===== src/sv/lifetime_memory_peak_tracker_core_macros.svh =====
// assertion helpers, clocked on clock and disabled while reset is high
`ifndef LIFETIME_MEMORY_PEAK_TRACKER_CORE_MACROS_SVH
`define LIFETIME_MEMORY_PEAK_TRACKER_CORE_MACROS_SVH

// antecedent holds in the same cycle as the consequent
`define LMPT_ASSERT_IMPLY(label, ante, cons, msg) \
   label: assert property (@(posedge clock) disable iff (reset) (ante) |-> (cons)) \
      else $error(msg);

// consequent holds in the cycle after the antecedent
`define LMPT_ASSERT_NEXT(label, ante, cons, msg) \
   label: assert property (@(posedge clock) disable iff (reset) (ante) |=> (cons)) \
      else $error(msg);

`endif


===== src/sv/lmpt_pkg.sv =====
package lmpt_pkg;

   localparam int MAX_LIFE    = 128;
   localparam int RING_BITS   = $clog2(MAX_LIFE + 1);
   localparam int RING_DEPTH  = 1 << RING_BITS;
   localparam int LIFE_W      = 8;
   localparam int SIZE_W      = 32;
   localparam int COUNT_W     = 48;
   localparam int QUEUE_DEPTH = 2;
   localparam int QUEUE_PTR_W = $clog2(QUEUE_DEPTH);
   localparam int QUEUE_CNT_W = QUEUE_PTR_W + 1;
   localparam int OUT_DEPTH   = 4;
   localparam int OUT_PTR_W   = $clog2(OUT_DEPTH);
   localparam int OUT_CNT_W   = OUT_PTR_W + 1;
   localparam int LOAD_W      = OUT_CNT_W + 1;

   localparam logic [COUNT_W-1:0] SAT_MAX = '1;

   typedef logic [RING_BITS-1:0] slot_type;
   typedef logic [COUNT_W-1:0]   count_type;

   typedef struct packed {
      slot_type            slot;
      slot_type            target;
      logic [SIZE_W-1:0]   size;
   } work_type;

   typedef struct packed {
      count_type current;
      count_type peak;
      count_type total;
      count_type releases;
   } result_type;

   function automatic count_type sat_add(count_type a, count_type b);
      logic [COUNT_W:0] s;
      s = {1'b0, a} + {1'b0, b};
      return s[COUNT_W] ? SAT_MAX : s[COUNT_W-1:0];
   endfunction

endpackage


===== src/sv/lmpt_out.sv =====
module lmpt_out import lmpt_pkg::*; (
   input  logic                 clock,
   input  logic                 reset,
   input  logic                 push,
   input  result_type           push_data,
   output logic [OUT_CNT_W-1:0] count,
   output logic                 rsp_valid,
   input  logic                 rsp_ready,
   output logic [COUNT_W-1:0]   rsp_current_bytes,
   output logic [COUNT_W-1:0]   rsp_peak_bytes,
   output logic [COUNT_W-1:0]   rsp_total_bytes,
   output logic [COUNT_W-1:0]   rsp_release_events
);

   result_type               entry_ff [OUT_DEPTH];
   logic [OUT_PTR_W-1:0]     wr_ptr_ff, wr_ptr_in;
   logic [OUT_PTR_W-1:0]     rd_ptr_ff, rd_ptr_in;
   logic [OUT_CNT_W-1:0]     count_ff, count_in;
   logic                     pop;
   result_type               head;

   assign rsp_valid = (count_ff != '0);
   assign pop       = rsp_valid & rsp_ready;

   always_comb begin
      wr_ptr_in = push ? wr_ptr_ff + OUT_PTR_W'(1) : wr_ptr_ff;
      rd_ptr_in = pop ? rd_ptr_ff + OUT_PTR_W'(1) : rd_ptr_ff;
      case ({push, pop})
         2'b10:   count_in = count_ff + OUT_CNT_W'(1);
         2'b01:   count_in = count_ff - OUT_CNT_W'(1);
         default: count_in = count_ff;
      endcase
   end

   always_ff @(posedge clock) begin
      if (reset) begin
         wr_ptr_ff <= '0;
         rd_ptr_ff <= '0;
         count_ff  <= '0;
      end else begin
         wr_ptr_ff <= wr_ptr_in;
         rd_ptr_ff <= rd_ptr_in;
         count_ff  <= count_in;
      end
   end

   always_ff @(posedge clock) begin
      if (push) begin
         entry_ff[wr_ptr_ff] <= push_data;
      end
   end

   assign head               = entry_ff[rd_ptr_ff];
   assign count              = count_ff;
   assign rsp_current_bytes  = head.current;
   assign rsp_peak_bytes     = head.peak;
   assign rsp_total_bytes    = head.total;
   assign rsp_release_events = head.releases;

endmodule


===== config.mk =====
export PLATFORM = sky130hd
export DESIGN_NAME = lmpt_out
export DESIGN_NICKNAME = d
export VERILOG_FILES = /design/src/sv/lifetime_memory_peak_tracker_core_macros.svh /design/src/sv/lmpt_pkg.sv /design/src/sv/lmpt_out.sv
export SDC_FILE = /design/constraint.sdc
export NUM_CORES = 1
export LEC_CHECK = 0
export ABC_AREA = 1
export BUFFER_PORTS_ARGS = -buffer_cell sky130_fd_sc_hd__buf_4
export CAP_MARGIN = 20
export CELL_PAD_IN_SITES_DETAIL_PLACEMENT = 1
export CELL_PAD_IN_SITES_GLOBAL_PLACEMENT = 2
export CORE_MARGIN = 3
export CORE_UTILIZATION = 35
export CTS_CLUSTER_SIZE = 16
export DETAILED_ROUTE_END_ITERATION = 10
export GPL_ROUTABILITY_DRIVEN = 0
export HOLD_SLACK_MARGIN = 0.1
export MAX_ROUTING_LAYER = met4
export PLACE_DENSITY = 0.71
export SLEW_MARGIN = 20
export SYNTH_ARGS = -nofsm -noshare
export SYNTH_HDL_FRONTEND = slang
export SYNTH_SLANG_ARGS = --single-unit

===== constraint.sdc =====
create_clock -name clock -period 6.8 [get_ports clock]
set_input_delay 0 -clock clock [delete_from_list [all_inputs] [get_ports clock]]
set_output_delay 0 -clock clock [all_outputs]
set_load 0.02 [all_outputs]

Word-level counts from Yosys, hierarchy flattened. Memory sizes are Yosys's and may differ from the RTL's. A register that Yosys moved wholly into a read port is not among the register bits. Index checks and enable logic that the tools add are counted.

Register bits: 7. RAM bits: 768. Input port bits: 196. Output and inout port bits: 196. Logic and storage cells: 18. Memories: 1.

Add/subtract/negate cells: 4. Eq/ne operators: 2. Muxes and demuxes: 5. Bitwise logic cells: 1. Reductions and logical operators: 2.

Memory list: entry_ff (words 4, bits a word 192, read ports 1, clocked after memory_dff 1, write ports 1, line lmpt_out.sv:15) `result_type entry_ff [OUT_DEPTH];`.

Operator list (count): $pmux 3 s2 (1); $add 2x1->2 const B (2); $mux 2 (2); $add 3x1->3 const B (1); $reduce_bool 3->1 (1); $sub 3x1->3 const B (1); $eq 2x1->1 const B (1); $eq 2x2->1 const B (1); $mux 1 (2); $reduce_bool 2->1 (1); $and 1x1->1 (1).

Depth between registers and ports, before layout.
Word-level depth: 4. Depth in mapped cells: 13. Mapped depth without buffers: 13.

Worst setup path after synthesis. No wires, ideal clock.

Path kind: register to register. From: register wr_ptr_ff[0]. To: memory entry_ff[2][0] (netlist name), enable pin. Library setup time: 0.544 ns. Data arrival time: 4.275 ns. Slack: 1.981 ns. Stages on the path, launching flop included: 5. Buffers on the path: 0. Cells stage by stage: dfxtp_1 -> inv_1 -> ha_1 -> nand2_1 -> inv_1.

RTL lines: start: declaration (line lmpt_out.sv:16) `logic [OUT_PTR_W-1:0] wr_ptr_ff, wr_ptr_in;`; start signal: assignment (line lmpt_out.sv:41) `wr_ptr_ff <= wr_ptr_in;`; end: declaration (line lmpt_out.sv:15).

No word-level cell before the write port.

==> run_results.csv <==
group,metric,value,unit
timing,slew_headroom,22.33,%
grt,grt_use_total,18.61,%
critical_path,slowest_delay,730,ps
synth,synth_area_leaders,"edfxtp_1, nor2_1, o21ai_0, o22ai_1, o21ai_1",
timing,worstMarginPinSlew,1165,ps
power,finalPower,12640,µW
power,vdd_ir_drop_max,0.2674,mV
synth,syn-cell-area,28940,µm²
timing,skew,16.61,ps
hold_path,hold_path.class,"in2reg",
finish,final_util,46.96,%
finish,area_delta_synth_final,31.76,%
synth,synth_seq_area_share,80.31,%
die,io_pins,392,
power,swShare,29.44,%
grt,grt_pass1_wl,120200,µm
synth,avgSynthCellArea,15.06,µm²
synth,synth_warnings,0,
synth,synth_nets,2124,
grt,grt_max_degree,198,
clock_tree,post_cts_buffers,0,
detailed_routing,drcViolationCount,0,
critical_path,cpMaxStageDelayCell,"dfxtp_4",
power,p_sw,3720,µW
finish,multi_input_area,4786,µm²
clock_tree,clk_path_buf_depth,3,
detailed_routing,drt_first_pass_iters,5,
clock_tree,cts_tree,"yes",
clock_tree,cts_sinks,777,
clock_tree,cts.repair.resized,0,
timing,setup_viol_count_final,0,
timing,timing.final.crit_share,56.91,%
finish,drive_gt1_share,19.71,%
critical_path,required,6800,ps
power,combPwrFrac,22.1,%
clock_tree,clk_pin_slew,60,ps
critical_path,start_kind,"flop",
power,seqPwrFrac,44.1,%
synth,yosysTopAreaCell,"edfxtp_1",
synth,synth_top_flop_cell,"edfxtp_1",
synth,syn_inst,1922,
grt,grt.busiest_layer,"met2",
synth,synth_cell_types,19,
grt,grt.overflow.total,0,
synth,synth-seq-cells,777,
die,rows,104,
timing,max_clock_freq,258.4,MHz
die,die_w,293.5,µm
flow_run,cap_violations,0,
critical_path,end_kind,"primary output",
timing,slew_violations,0,
finish,nNetsFinal,2779,
grt,antenna_found_initial,17,
critical_path,cp_max_fo,197,
outcome,status,"finished, final reports clean",
die,coreArea,81200,µm²
place,dp.cells,3259,
synth,synth_edf_count,768,
synth,synth_top_area_share,79.69,%
power,p_int,8917,µW
power,clkPwrFrac,33.9,%
timing,tns,0,ps
clock_tree,cts_buffers,85,
finish,nFillCells,8119,
grt,met1_usage,22.50,%
critical_path,crit_type,"reg2out",
detailed_routing,wire_per_inst,21.31,µm
clock_tree,holdBufCountCts,290,
place,port_buffers,391,
timing,fin_crit,3870,ps
synth,ys_async_sr_fraction,0,%
finish,fin_cells,3720,
finish,seq_area,23250,µm²
die,dieHeight,293.5,µm
die,start_util,35.64,%
timing,hold_viol,0,
timing,holdWs,149.4,ps
detailed_routing,drt_iter0_drc,994,
clock_tree,clk_latency,620,ps
detailed_routing,vias_per_cell,5.051,
die,fp.dieArea,86170,µm²
place,place_hpwl,43020,µm
grt,use_met3,4.785,%
critical_path,arrival,3870,ps
clock_tree,htree_levels,3,
power,leakagePower,0.01330,µW
critical_path,crit_chain,"clkinv_8 > buf_12 > o21ai_1 > o22ai_1 > buf_4",
grt,use_met2,31.31,%
clock_tree,root_buffer,"clkbuf_16",
grt,grt_pass1_vias,20720,
detailed_routing,vias,18790,
detailed_routing,ant_nets,0,
timing,rsz0062_at_grt,"false",
power,p_per_area,331.4,nW/µm²
detailed_routing,drt_wl_total,79260,µm
==> flip-flops by register name (all words and copies together) (netlist names), named ones only <==
name / count
wr_ptr_ff: 2
entry_ff: 768
rd_ptr_ff: 2
count: 3
==> power by group through the flow <==
stage          sequential [µW]  combinational, µW  clock [µW]
6_report                  5570               2790        4280
3_3_place_gp              5660               2610           0
4_1_cts                   5570               2830        4400
5_1_grt                   5580               3010        4620
3_5_place_dp              5670               2670           0
2_1_floorplan             5660               1580           0
==> cell families after synthesis <==
group / share of synthesized area [%]
AOI/OAI and AO/OA: 10.95
adders and majority gates: 0.2854
and+or+nand+nor: 5.305
buffers and inverters: 3.148
DFF: 80.31
==> routing by layer <==
metal / share of wire, % / vias to the layer above
met4: 2.0 / 0
met1: 42 / 9618
met5: 0 / -
met3: 6.5 / 103
li1: - / 8619
met2: 49 / 449
==> stage by stage <==
step	area [µm²]	worst slack, ps
after floorplan	28940	1981
after global placement	32590	3657
after detailed placement	32590	3542
after CTS	38080	2834
after global routing	38130	2610
final	38130	2930
==> layout by cell type, fill, tap and decap left out <==
cell type	Yosys	routed
clkinvlp_4	0	4
a21oi_1	5	5
buf_12	0	6
dfxtp_4	0	2
inv_1	18	13
inv_8	1	4
inv_16	0	3
clkinv_4	0	1
inv_6	0	3
nand3_1	3	3
dlygate4sd3_1	0	291
bufinv_16	0	3
edfxtp_1	768	768
fa_1	1	1
nor2_1	390	390
clkinv_8	0	2
o22ai_1	192	192
clkbuf_16	0	86
buf_4	8	398
nand2_1	15	15
clkbuf_1	51	19
dfxtp_1	9	7
o21ai_0	272	272
clkinv_1	0	25
diode_2	0	17
o21ai_1	116	116
ha_1	5	5
clkinv_2	0	9
==> synth_stat cells (3+ instances only) <==
cell type  instances
buf_4              8
edfxtp_1         768
buf_8              4
a21oi_1            5
buf_2             22
nand2_1           15
nor2_1           390
buf_6             32
nand3_1            3
clkbuf_1          51
o21ai_1          116
clkbuf_2          10
o22ai_1          192
dfxtp_1            9
ha_1               5
inv_1             18
o21ai_0          272
==> area by class of cell <==
cell class              instances  share of cell area [%]
flip-flops and latches        777                   60.98
repair buffers                695                   15.79
multi-input cells             999                   12.55
clock buffers                 105                   5.831
well taps                    1060                   3.478
clock inverters                48                  0.9483
inverters                      19                  0.3117
diodes                         17                  0.1116
==> path summary, 6_finish.rpt <==
path,start,to,slack (ps),depth (start not counted)
setup / recovery,flop,rsp_release_events[25],2930,5
hold / removal,push_data[137],entry_ff[3][137],150,2
setup reg to reg,wr_ptr_ff[0],entry_ff[2][43],4340,5
hold reg to reg,wr_ptr_ff[1],wr_ptr_ff[1],540,2
==> critical path, delay by kind of cell, from the launching register on <==
kind                   cells  cell delay [ps]
AO/OA/AOI/OAI              2              450
buffers and inverters      3             1460
flip-flops                 1              730
No activity file was read; power rests on OpenSTA's default activity.
