==> src/sv/lifetime_memory_peak_tracker_core_macros.svh <==
// assertion helpers, clocked on clock and disabled while reset is high
`ifndef LIFETIME_MEMORY_PEAK_TRACKER_CORE_MACROS_SVH
`define LIFETIME_MEMORY_PEAK_TRACKER_CORE_MACROS_SVH

// antecedent holds in the same cycle as the consequent
`define LMPT_ASSERT_IMPLY(label, ante, cons, msg) \
   label: assert property (@(posedge clock) disable iff (reset) (ante) |-> (cons)) \
      else $error(msg);

// consequent holds in the cycle after the antecedent
`define LMPT_ASSERT_NEXT(label, ante, cons, msg) \
   label: assert property (@(posedge clock) disable iff (reset) (ante) |=> (cons)) \
      else $error(msg);

`endif

==> src/sv/lmpt_pkg.sv <==
package lmpt_pkg;

   localparam int MAX_LIFE    = 128;
   localparam int RING_BITS   = $clog2(MAX_LIFE + 1);
   localparam int RING_DEPTH  = 1 << RING_BITS;
   localparam int LIFE_W      = 8;
   localparam int SIZE_W      = 32;
   localparam int COUNT_W     = 48;
   localparam int QUEUE_DEPTH = 2;
   localparam int QUEUE_PTR_W = $clog2(QUEUE_DEPTH);
   localparam int QUEUE_CNT_W = QUEUE_PTR_W + 1;
   localparam int OUT_DEPTH   = 4;
   localparam int OUT_PTR_W   = $clog2(OUT_DEPTH);
   localparam int OUT_CNT_W   = OUT_PTR_W + 1;
   localparam int LOAD_W      = OUT_CNT_W + 1;

   localparam logic [COUNT_W-1:0] SAT_MAX = '1;

   typedef logic [RING_BITS-1:0] slot_type;
   typedef logic [COUNT_W-1:0]   count_type;

   typedef struct packed {
      slot_type            slot;
      slot_type            target;
      logic [SIZE_W-1:0]   size;
   } work_type;

   typedef struct packed {
      count_type current;
      count_type peak;
      count_type total;
      count_type releases;
   } result_type;

   function automatic count_type sat_add(count_type a, count_type b);
      logic [COUNT_W:0] s;
      s = {1'b0, a} + {1'b0, b};
      return s[COUNT_W] ? SAT_MAX : s[COUNT_W-1:0];
   endfunction

endpackage

==> src/sv/lmpt_front.sv <==
module lmpt_front import lmpt_pkg::*; (
   input  logic              clock,
   input  logic              reset,
   input  logic              req_valid,
   output logic              req_ready,
   input  logic [LIFE_W-1:0] req_lifetime_steps,
   input  logic [SIZE_W-1:0] req_size_bytes,
   input  logic              head_pop,
   output logic              head_valid,
   output work_type          head
);

   work_type                 entry_ff [QUEUE_DEPTH];
   work_type                 entry_in;
   logic [QUEUE_PTR_W-1:0]   wr_ptr_ff, wr_ptr_in;
   logic [QUEUE_PTR_W-1:0]   rd_ptr_ff, rd_ptr_in;
   logic [QUEUE_CNT_W-1:0]   count_ff, count_in;
   slot_type                 step_ff, step_in;
   logic [LIFE_W-1:0]        life;
   logic                     push;

   // lifetime clamped to 1..MAX_LIFE
   always_comb begin
      life = req_lifetime_steps;
      if (req_lifetime_steps == '0) begin
         life = LIFE_W'(1);
      end else if (32'(req_lifetime_steps) > MAX_LIFE) begin
         life = LIFE_W'(MAX_LIFE);
      end
   end

   assign req_ready = (count_ff != QUEUE_CNT_W'(QUEUE_DEPTH));
   assign push      = req_valid & req_ready;

   always_comb begin
      entry_in.slot   = step_ff;
      entry_in.target = RING_BITS'(32'(step_ff) + 32'(life));
      entry_in.size   = req_size_bytes;
   end

   always_comb begin
      wr_ptr_in = wr_ptr_ff;
      rd_ptr_in = rd_ptr_ff;
      count_in  = count_ff;
      step_in   = step_ff;
      if (push) begin
         wr_ptr_in = wr_ptr_ff + QUEUE_PTR_W'(1);
         step_in   = step_ff + RING_BITS'(1);
      end
      if (head_pop) begin
         rd_ptr_in = rd_ptr_ff + QUEUE_PTR_W'(1);
      end
      case ({push, head_pop})
         2'b10:   count_in = count_ff + QUEUE_CNT_W'(1);
         2'b01:   count_in = count_ff - QUEUE_CNT_W'(1);
         default: count_in = count_ff;
      endcase
   end

   always_ff @(posedge clock) begin
      if (reset) begin
         wr_ptr_ff <= '0;
         rd_ptr_ff <= '0;
         count_ff  <= '0;
         step_ff   <= '0;
      end else begin
         wr_ptr_ff <= wr_ptr_in;
         rd_ptr_ff <= rd_ptr_in;
         count_ff  <= count_in;
         step_ff   <= step_in;
      end
   end

   always_ff @(posedge clock) begin
      if (push) begin
         entry_ff[wr_ptr_ff] <= entry_in;
      end
   end

   assign head_valid = (count_ff != '0);
   assign head       = entry_ff[rd_ptr_ff];

endmodule

==> config.mk <==
export PLATFORM = sky130hd
export DESIGN_NAME = lmpt_front
export DESIGN_NICKNAME = d
export VERILOG_FILES = /design/src/sv/lifetime_memory_peak_tracker_core_macros.svh /design/src/sv/lmpt_pkg.sv /design/src/sv/lmpt_front.sv
export SDC_FILE = /design/constraint.sdc
export NUM_CORES = 1
export LEC_CHECK = 0
export BUFFER_PORTS_ARGS = -buffer_cell sky130_fd_sc_hd__buf_2
export CAP_MARGIN = 10
export CORE_ASPECT_RATIO = 1.4
export CORE_MARGIN = 2
export CORE_UTILIZATION = 49
export DETAILED_ROUTE_END_ITERATION = 8
export PLACE_DENSITY_LB_ADDON = 0.2
export SKIP_LAST_GASP = 1
export SLEW_MARGIN = 0
export SYNTH_ARGS = -nofsm -noshare
export SYNTH_HDL_FRONTEND = slang
export SYNTH_SLANG_ARGS = --single-unit
==> constraint.sdc <==
create_clock -name clock -period 3.1 [get_ports clock]
set_input_delay 0.62 -clock clock [delete_from_list [all_inputs] [get_ports clock]]
set_output_delay 0.62 -clock clock [all_outputs]
set_load 0.03 [all_outputs]
* Yosys cells after proc, flatten, opt, wreduce, memory -nomap -nowiden *
Memories as Yosys holds them, arrays and structs flattened. A register that Yosys moved wholly into a read port is not among the register bits.
Index checks and enable logic that the tools add are counted.

word-level totals
  register bits after elaboration = 12
  bits in writable memories = 96
  input bits = 44
  output and inout port bits = 50
  word-level logic and storage cells = 26
  memories = 1

operators by class
  $add $sub $neg = 6
  order comparisons = 1
  equal/unequal tests = 3
  multiplexer cells = 7
  bitwise operators = 1
  reductions and logical operators = 3

memories
  memory    depth  width  read ports  clocked after Yosys merged registers in  wr ports  line              text
  entry_ff  2      48     1           1                                        1         lmpt_front.sv:13  work_type entry_ff [QUEUE_DEPTH];

operators with widths
  operator                                               number
  two-way mux 8 bit                                      2
  adder 8 x 1 -> 8 bit (second input constant)           1
  adder 8 bit                                            1
  greater-than comparator 8 bit (second input constant)  1
  zero test 8 bit                                        1
  two-way mux 1 bit                                      4
  case mux 2 bit (2 select lines)                        1
  nonzero test 2 bit                                     2
  adder 1 bit (second input constant)                    2
  adder 2 x 1 -> 2 bit (second input constant)           1
  equality test 2 x 1 -> 1 bit (second input constant)   1
  equality test 2 bit (second input constant)            1
  != test 2 bit (second input constant)                  1
  subtractor 2 x 1 -> 2 bit (second input constant)      1
  bitwise AND 1 bit                                      1

* Longest topological paths before layout *
  word-level depth = 4
  depth in mapped cells = 10
  depth with buffers taken out = 10

* Worst setup path before layout *
Ideal clock, no wire load.

  path type = input-to-reg
  start point = input req_valid
  end point = memory entry_ff[0][0] (netlist name), enable pin
  library setup time = 454 ps
  arrival time = 2,918 ps
  path slack = -271 ps
  stages on the path = 3
  path buffers = 1
  cell sequence = clkbuf_8 > nand2_1 > nor2_1

between the ends
  cells in the longest elaborated chain, start to end = 3

RTL lines
  item                                     line              text
  start: declaration                       lmpt_front.sv:4   input logic req_valid,
  bitwise AND 1 bit                        lmpt_front.sv:33  assign push = req_valid & req_ready;
  two-way mux 1 bit                        lmpt_front.sv:75  if (push) begin
  two-way mux 1 bit (implied by the code)  lmpt_front.sv:76  entry_ff[wr_ptr_ff] <= entry_in;
  end: declaration                         lmpt_front.sv:13

Every way passes these cells.

==> reports/results.txt <==
The run finished with clean final reports. In this run the power density over the cells is 668 nW/µm². In the final routed layout, each cell accounts on average for 15.8 µm. Summing every instance area after synthesis gives 4390 µm². The overall fraction of global-route tracks in use was 0.157; the worst hold path cell count was 1.

The clock sink total came out at 109. The final core utilization is 0.606. TritonCTS created 9 clock buffers. The worst relative slew slack came out at 0.570. After detailed routing, the total wire length is 7430 µm. The core outline area came out at 8660 µm². The commonest cells after synthesis are sky130_fd_sc_hd__edfxtp_1, sky130_fd_sc_hd__mux2_2, sky130_fd_sc_hd__nor2_1. The post-synthesis simple-gate area fraction came out at 0.0575. The largest driver fanout on the critical path is 29, and the arrival time reported for the critical path endpoint is 1820 ps.

The main combinational cell family by area after synthesis is multiplexers. The synthesized-area fraction occupied by xor and xnor cells is 0.0279, and the first-iteration detailed-routing DRC count is 92. The tools report the required time at the endpoint of the critical path as 2480 ps. Setup repair after global routing left no endpoint under its margin.

Post-CTS timing repair inserted 0 buffers for setup. The remaining antenna violation count after routing is 0. The footprint of the multi-input gates came out at 1190 µm².

On the final layout, the worst clock skew is 7.39 ps. For the number of buffers added to fix hold violations after cts, the log shows 0. In this run, synthesis inferred 96 flip-flops with an integrated enable. The run gives 4990 µm² as the placed instance area. Summed over all failing endpoints, the final setup total negative slack is 0 ps. The first global-routing pass estimated 11700 µm of wire.

For this block, the via count after detailed routing is 2450. The die covers 9750 µm². The min-delay analysis places its worst path in the category in -> reg. The die is 116 µm tall.

The worst register-to-register path begins at step_ff[0]$_SDFFE_PP0P_. The slowest stage of the critical path belongs to the cell sky130_fd_sc_hd__dfxtp_2. The area growth from synthesis to layout is 19.4%. In this run the horizontal extent of the chip is 84.0 µm. The clock transition at the register clock pins on the worst setup and hold paths after CTS works out to 70 ps. The setup path with the least slack is of type reg -> out. For the clock latency on the worst-skew pair, the log shows 330 ps. The portion of the clock cycle consumed by the worst path in the final layout was 0.786; the count of nets after finishing was 416. The post-cts resize count is 0. The number of buffers on the longest clock path is 2, and the slew at the pin closest to its max-slew limit is 645 ps. After floorplanning, the core was divided into 40 placement rows. Using the TritonRoute via totals, the vias-per-cell ratio works out to 5.20. The worst hold path begins at req_size_bytes[0].

Traced cell by cell, the critical path runs through buf_12 -> mux2_2 -> buf_2. The tools report the count of pins over their slew limit as 0. The synthesized netlist net count is 316. For the initial core utilization, the log shows 0.508. Based on the critical path, the design can be clocked at up to 0.410 GHz. With fillers left out, the area of the finished cells amounts to 5250 µm². VDD sags by at most 436 µV.

The share of synthesized flip-flops with an asynchronous set or reset came out at 0. The root cell of the clock tree is sky130_fd_sc_hd__clkbuf_16. In this run the static leakage power is 2.01 nW. The total global routing overflow came out at 0. The sink of the worst hold path is entry_ff[0][0]$_DFFE_PP_. The tools report the count of boundary I/O pins as 94. The tools report the number of distinct library cell variants in the gate-level netlist after synthesis as 36.

The pin count of the biggest net entering global routing is 49. Library cell with the highest instance count after synthesis: sky130_fd_sc_hd__edfxtp_1. The initial antenna violation count is 0, and the time the worst path needs with I/O delays and setup is 2440 ps. The delay contributed by the slowest stage of the critical path came out at 660 ps.

TritonCTS built the clock tree. For this run, the number of Yosys warnings is 0. The repair_antennas step left the layout with diodes totalling 0. Measured in cells, the most critical reg-to-reg path has a length of 7.

The cell count after synthesis was 262; the adder-cell share of the synthesized area was 0.0302. The design draws 3.50 mW. For the final hold violation count, the log shows 0. STA classifies the critical path startpoint as a register. The pre-antenna-repair detailed-routing pass consisted of 4 iterations. Among all flip-flop cells after synthesis, the most frequent one is sky130_fd_sc_hd__edfxtp_1. The endpoint of the worst register-to-register path is entry_ff[0][38]$_DFFE_PP_. The top cell type by total area after synthesis is sky130_fd_sc_hd__edfxtp_1. The proportion of netlist area held by the largest area contributor works out to 0.656.

The logs give 0 for the post-route DRC violation count and 707 for the number of fillers in the final layout. The run gives 0 as the count of endpoints failing setup in the final report. Port buffering added 93 buffers. The number of max-capacitance violations reported is 0, and the multiplexer area fraction after synthesis is 0.123.

The tools report the weighted congestion at the end of routability-driven global placement as 0.788. Via count of the first global-routing pass: 2455. Synthesis inferred 109 register bits. The worst register-to-register path has a setup slack of 1100 ps.

The sequential cells in the finished layout cover a total of 3140 µm². For the HPWL after detailed placement, the log shows 5140 µm. The fraction of the mapped netlist area in compound gates is 0.0302, and the average cell area after synthesis is 16.8 µm². For the number of H-tree levels, the log shows 3. After synthesis, the cell types taking the most area are sky130_fd_sc_hd__edfxtp_1, sky130_fd_sc_hd__mux2_2, sky130_fd_sc_hd__dfxtp_1. The ratio of cells with drive above 1 in the final layout works out to 0.454. The worst setup path is captured at an output pin.

The share of the yosys chip area belonging to registers came out at 0.715.
-- worst max-delay path by stage --
stage	from	end	slack (ps)	cells after the start
2_1_floorplan	req_valid	entry_ff[0][0]$_DFFE_PP_	530	3
3_3_place_gp	req_lifetime_steps[2]	entry_ff[0][38]$_DFFE_PP_	500	11
3_5_place_dp	req_lifetime_steps[2]	entry_ff[0][38]$_DFFE_PP_	450	11
4_1_cts	register	head[2]	580	3
5_1_grt	register	head[2]	550	3
6_report	register	head[2]	660	3
-- sequential cells by signal, summed over array words and instances, names as in the netlist, named ones only --
register,flops
count_ff,2
entry_ff,96
rd_ptr_ff,1
step_ff,8
wr_ptr_ff,1
-- metal layers --
| metal | wire, µm | global-route usage |
|---|---|---|
| met5 | 0 | 0 |
| met4 | 73 | 0.0591 |
| met3 | 346 | 0.0470 |
| met2 | 3940 | 0.273 |
| met1 | 3070 | 0.185 |
-- critical path, delay by kind of cell, from the launching register on --
kind	cells	cell delay, ps
flip-flops	1	660
multiplexers	1	370
buffers and inverters	2	450
-- layout by cell type (no fill, tap or decap), types with 2 or more instances in the layout --
master / count
sky130_fd_sc_hd__edfxtp_1: 96
sky130_fd_sc_hd__buf_2: 93
sky130_fd_sc_hd__mux2_2: 48
sky130_fd_sc_hd__nor2_1: 15
sky130_fd_sc_hd__dfxtp_1: 12
sky130_fd_sc_hd__a21oi_1: 9
sky130_fd_sc_hd__xor2_1: 9
sky130_fd_sc_hd__ha_1: 9
sky130_fd_sc_hd__clkbuf_16: 9
sky130_fd_sc_hd__nor2b_1: 6
sky130_fd_sc_hd__inv_1: 5
sky130_fd_sc_hd__o21ai_0: 5
sky130_fd_sc_hd__xnor2_1: 5
sky130_fd_sc_hd__nand2_1: 4
sky130_fd_sc_hd__clkinv_2: 4
sky130_fd_sc_hd__nand3_1: 3
sky130_fd_sc_hd__nand4_1: 3
sky130_fd_sc_hd__buf_4: 3
sky130_fd_sc_hd__nand2b_1: 2
sky130_fd_sc_hd__a211oi_1: 2
sky130_fd_sc_hd__and3_2: 2
sky130_fd_sc_hd__and2_1: 2
sky130_fd_sc_hd__or3_1: 2
-- kinds of logic (layout without fill, tap and decap cells) --
logic type	count (synthesis)	count (layout)
AOI/OAI and AO/OA	22	22
xor gates and xnor gates	14	14
adders and majority gates	10	10
buffers and inverters	13	117
DFF	109	109
muxes	48	48
and+or+nand+nor	46	46
-- cell type report --
class | instances | share of cell area
flip-flops and latches | 109 | 0.599
multi-input cells | 140 | 0.226
repair buffers | 97 | 0.0968
clock buffers | 10 | 0.0436
well taps | 105 | 0.0250
clock inverters | 5 | 0.00548
inverters | 5 | 0.00358
-- stage by stage --
stage	hold slack [ps]	setup slack [ps]	cells
global route	454	549	471
global placement	479	505	456
CTS	463	579	471
floorplan	461	526	262
finish	478	663	471
detailed placement	505	454	456
-- report_power, final --
part	internal, mW	switching [mW]	total [mW]
sequential	1.78	0.0556	1.83
combinational	0.233	0.438	0.671
clock	0.536	0.463	0.999
(Power assumes the default switching activity.)
